[src/rtl/rrl_pkg.sv]
// Shared types and constants of the response rate limiter.
// Holds field widths, codes, the entry layout and the controller interface.
// No dependencies.
package rrl_pkg;

    localparam int RATE_W   = 10;
    localparam int WIN_W    = 12;
    localparam int SLIP_W   = 8;
    localparam int TIME_W   = 32;
    localparam int BAL_W    = 23;
    localparam int IDX_W    = 10;
    localparam int KIND_W   = 2;
    localparam int VERD_W   = 2;
    localparam int CFG_IDX_W  = 3;
    localparam int CFG_DATA_W = 12;
    // wider balance for intermediate sums and the debit
    localparam int ACC_W    = BAL_W + 1;
    // product widths
    localparam int PROD_W   = RATE_W + WIN_W;

    // response kinds
    localparam logic [KIND_W-1:0] KIND_ANSWER   = 2'd0;
    localparam logic [KIND_W-1:0] KIND_NXDOMAIN = 2'd1;
    localparam logic [KIND_W-1:0] KIND_ERROR    = 2'd2;

    // verdicts
    localparam logic [VERD_W-1:0] VERD_SEND = 2'd0;
    localparam logic [VERD_W-1:0] VERD_DROP = 2'd1;
    localparam logic [VERD_W-1:0] VERD_SLIP = 2'd2;

    // configuration register indexes
    localparam logic [CFG_IDX_W-1:0] CFG_RATE_ANSWERS  = 3'd0;
    localparam logic [CFG_IDX_W-1:0] CFG_RATE_NXDOMAIN = 3'd1;
    localparam logic [CFG_IDX_W-1:0] CFG_RATE_ERRORS   = 3'd2;
    localparam logic [CFG_IDX_W-1:0] CFG_WINDOW_SECS   = 3'd3;
    localparam logic [CFG_IDX_W-1:0] CFG_SLIP_EVERY    = 3'd4;

    // one table entry
    typedef struct packed {
        logic                    valid;
        logic signed [BAL_W-1:0] bal;
        logic [SLIP_W-1:0]       slip;
        logic [TIME_W-1:0]       stamp;
    } t_entry;

    typedef enum logic [2:0] {
        S_CLEAR,
        S_IDLE,
        S_MOD,
        S_READ,
        S_AGE,
        S_MUL,
        S_CREDIT,
        S_COMMIT
    } t_state;

    // controller to datapath
    typedef struct packed {
        logic clr_en;
        logic cap_en;
        logic mod_en;
        logic age_en;
        logic mul_en;
        logic credit_en;
        logic commit_en;
    } t_cmd;

    // datapath to controller
    typedef struct packed {
        logic clr_last;
        logic rate_zero;
        logic out_free;
    } t_stat;

endpackage

[src/rtl/rrl_ctrl.sv]
// Sequencer of the response rate limiter: clearing pass, then one request
// at a time through index reduction, table read, credit and commit.
// Depends on rrl_pkg.
module rrl_ctrl
    import rrl_pkg::*;
(
    input  logic  i_clk,
    input  logic  i_rst_n,
    input  logic  i_in_valid,
    input  t_stat i_stat,
    output logic  o_in_ready,
    output t_cmd  o_cmd
);

    t_state r_state;
    t_state n_state;

    // state register
    always_ff @(posedge i_clk) begin
        if (!i_rst_n) begin
            r_state <= S_CLEAR;
        end else begin
            r_state <= n_state;
        end
    end

    // next state and commands
    always_comb begin
        n_state    = r_state;
        o_cmd      = '0;
        o_in_ready = 1'b0;
        case (r_state)
            S_CLEAR: begin
                o_cmd.clr_en = 1'b1;
                if (i_stat.clr_last) begin
                    n_state = S_IDLE;
                end
            end
            S_IDLE: begin
                o_in_ready = 1'b1;
                if (i_in_valid) begin
                    o_cmd.cap_en = 1'b1;
                    n_state      = S_MOD;
                end
            end
            S_MOD: begin
                o_cmd.mod_en = 1'b1;
                n_state      = S_READ;
            end
            S_READ: begin
                n_state = S_AGE;
            end
            S_AGE: begin
                o_cmd.age_en = 1'b1;
                // disabled rate skips the credit steps
                n_state = i_stat.rate_zero ? S_COMMIT : S_MUL;
            end
            S_MUL: begin
                o_cmd.mul_en = 1'b1;
                n_state      = S_CREDIT;
            end
            S_CREDIT: begin
                o_cmd.credit_en = 1'b1;
                n_state         = S_COMMIT;
            end
            S_COMMIT: begin
                // hold until the output register can take the result
                if (i_stat.out_free) begin
                    o_cmd.commit_en = 1'b1;
                    n_state         = S_IDLE;
                end
            end
            default: begin
                n_state = S_CLEAR;
            end
        endcase
    end

endmodule

[config.mk]
export PLATFORM = sky130hd
export DESIGN_NAME = rrl_ctrl
export DESIGN_NICKNAME = d
export VERILOG_FILES = /design/src/rtl/rrl_pkg.sv /design/src/rtl/rrl_ctrl.sv
export SDC_FILE = /design/constraint.sdc
export NUM_CORES = 1
export LEC_CHECK = 0
export BUFFER_PORTS_ARGS = -buffer_cell sky130_fd_sc_hd__buf_4
export CORE_AREA = 3 3 40 42
export DETAILED_ROUTE_END_ITERATION = 7
export DIE_AREA = 0 0 43 45
export SLEW_MARGIN = 25
export SYNTH_ARGS = -nofsm -noshare
export SYNTH_HDL_FRONTEND = slang
export SYNTH_SLANG_ARGS = --single-unit
[constraint.sdc]
create_clock -name i_clk -period 2.3 [get_ports i_clk]
set_clock_uncertainty 0.2 [all_clocks]
set_input_delay 0.46 -clock i_clk [delete_from_list [all_inputs] [get_ports i_clk]]
set_output_delay 0.46 -clock i_clk [all_outputs]
set_load 0.01 [all_outputs]
==> metrics.cfg <==
[status]
status = completed

[logic_synthesis]
synth_area_leaders = dfxtp_1 (26%), nor3b_1 (13%), o311a_1 (8.6%), nor3_1 (6.5%), mux2_4 (6.5%)
synth_top_cell_area_share = 0.2595
yosys.area_share.adder = 0
yosysMostFrequentCell = nor3b_1
synth-seq-cells = 3
synthTopCellsByCount = nor3b_1 (4), dfxtp_1 (3), nor3_1 (3)
avgSynthCellArea_um2 = 8.573
synth_xor_area_frac = 0
muxShareOfSynthArea = 0.06486
ys_warn_count = 0
yosysSeqAreaShare = 0.2595
synth_compound_area_frac = 0.1730
synth_top_family_by_area = simple AND/OR/NAND/NOR gates
syn-cell-area_um2 = 231.5
synth_ff_type = dfxtp_1
syn_inst = 27
synth_area_leader_cell = dfxtp_1
synth_edf_count = 0
synthSimpleGateAreaFrac = 0.3946
postSynth.asyncResetShare = 0
ys_types = 17
synth_fp_nets = 33

[timing]
maxSlewHeadroom = 0.7419
slew_viol_final = 0
setup_viol = 0
rsz0062_at_grt = false
fmax_mhz = 506.9
tns_ps = 0
fin_hold_ws_ps = 285.6
fin_crit_sh = 0.8577
fin_crit_ps = 1973
tightest_slew_ps = 386.7
hold_viol = 0

[finish]
finalNetCount = 48
drive_above_1_share = 0.4634
fin_area_um2 = 352.8
fillerInstances = 145
regArea_um2 = 60.06
top_register = r_state
reg.largest.list = r_state (3)
largest_register_ffs = 3
antenna_cells = 0
fin_cells = 56
syn2layout_area_growth_pct = 52.43
multiInputGateArea_um2 = 146.4

[placement]
gp_congestion = 0.6880
dp_hpwl_um = 446.3
portBuffers = 13
dpl.cell_count = 52
dpl-instance-area_um2 = 326.6

[power_and_ir_drop]
ir_drop_v = 0.0002443
p_per_area_nw_per_um2 = 633.3
leakage_uw = 0.0001641
finalPower_uw = 223.4

[grt]
grt_use_total = 0.06988
grt_pass1_wl_um = 924
antenna_found_initial = 0
grt_max_degree = 14
grt_pass1_vias = 231
grt-ovfl-total = 0

[clock_network]
tritoncts = built
cts_root_buf = clkbuf_4
cts_resized = 0
post_cts_buffers = 0
cts_max_level = 1
clock_latency_ps = 230
clockBufferDepth = 2
cts_buffers = 3
clk_pin_slew_ps = 40
clock-sinks = 3
cts_hold_buf = 0

[floorplanning]
ios = 14
die_h_um = 45
dieArea_um2 = 1935
die_w_um = 43
rows = 13
start_util = 0.1801
core_area_um2 = 1285

[detailed_routing]
drt_pass1_iterations = 2
viasPerCell = 4.268
wl_um = 600
drc = 0
detail-route-antenna-nets = 0
route.vias.total = 239
wl_per_cell_um = 10.71
drt_iter0_drc = 6

[critical_path]
worst-path-max-fanout = 8
criticalPathCategory = reg2out
critPathLaunchType = register
worstPathArrival_ps = 1310
end_kind = output pin
cp.required_ps = 1640

[worst_hold_path]
hold_class = in2reg

[job]
maxCapViolations = 0

## layout make-up
class	instances	share of cell area
sequential	3	0.1702
tap	15	0.05319
clock buffer	4	0.07447
inverter	1	0.01064
multi-input combinational	20	0.4149
timing repair buffer	13	0.2766
## critical path: stages, from the launching register on
cell     delay (ps)
dfxtp_1         470
inv_1           130
nor3_1          210
and2_1          160
buf_4           110
## stage by stage
stage | setup slack (ps) | utilization
5_1_grt | 191.7 | 0.2746
2_1_floorplan | 608.6 | -
6_report | 327.3 | 0.2746
4_1_cts | 319.1 | 0.2746
3_3_place_gp | 622.4 | 0.2541
3_5_place_dp | 570.4 | 0.2541
## path summary, 6_finish.rpt
check | start | slack, ps | depth (start not counted) | end
worst max-delay path | r_state[0] | 330 | 4 | o_cmd[5]
worst min-delay path | i_rst_n | 290 | 2 | r_state[1]
worst max register to register | r_state[0] | 920 | 2 | r_state[1]
worst min register to register | r_state[2] | 470 | 2 | r_state[2]
## power breakdown
| group | internal [µW] | leakage [µW] | switching (µW) |
|---|---|---|---|
| clock network | 65.0 | 0.0000150 | 26.9 |
| registers | 57.7 | 0.0000247 | 13.3 |
| logic | 36.0 | 0.000124 | 24.6 |
## routing by layer
metal / track usage / part of all wire / up-vias
met3: 0.03984 / 0.065 / 0
li1: - / - / 127
met2: 0.08683 / 0.43 / 8
met1: 0.07933 / 0.51 / 104
met5: 0 / 0 / -
met4: 0.07229 / 0 / 0
## cell usage in the layout (no fill, tap or decap), types with 2 or more instances in the layout
master / netlist / layout
buf_4: 0 / 13
nor3b_1: 4 / 4
nor3_1: 3 / 3
clkbuf_4: 0 / 3
dfxtp_1: 3 / 3
nor2_1: 2 / 2
o311a_1: 2 / 2
## cell families after synthesis
group           after synthesis
simple gates                 14
buf+inv                       4
flops                         3
mux                           1
compound gates                5
Note: power is estimated with default switching activity, not from simulation.
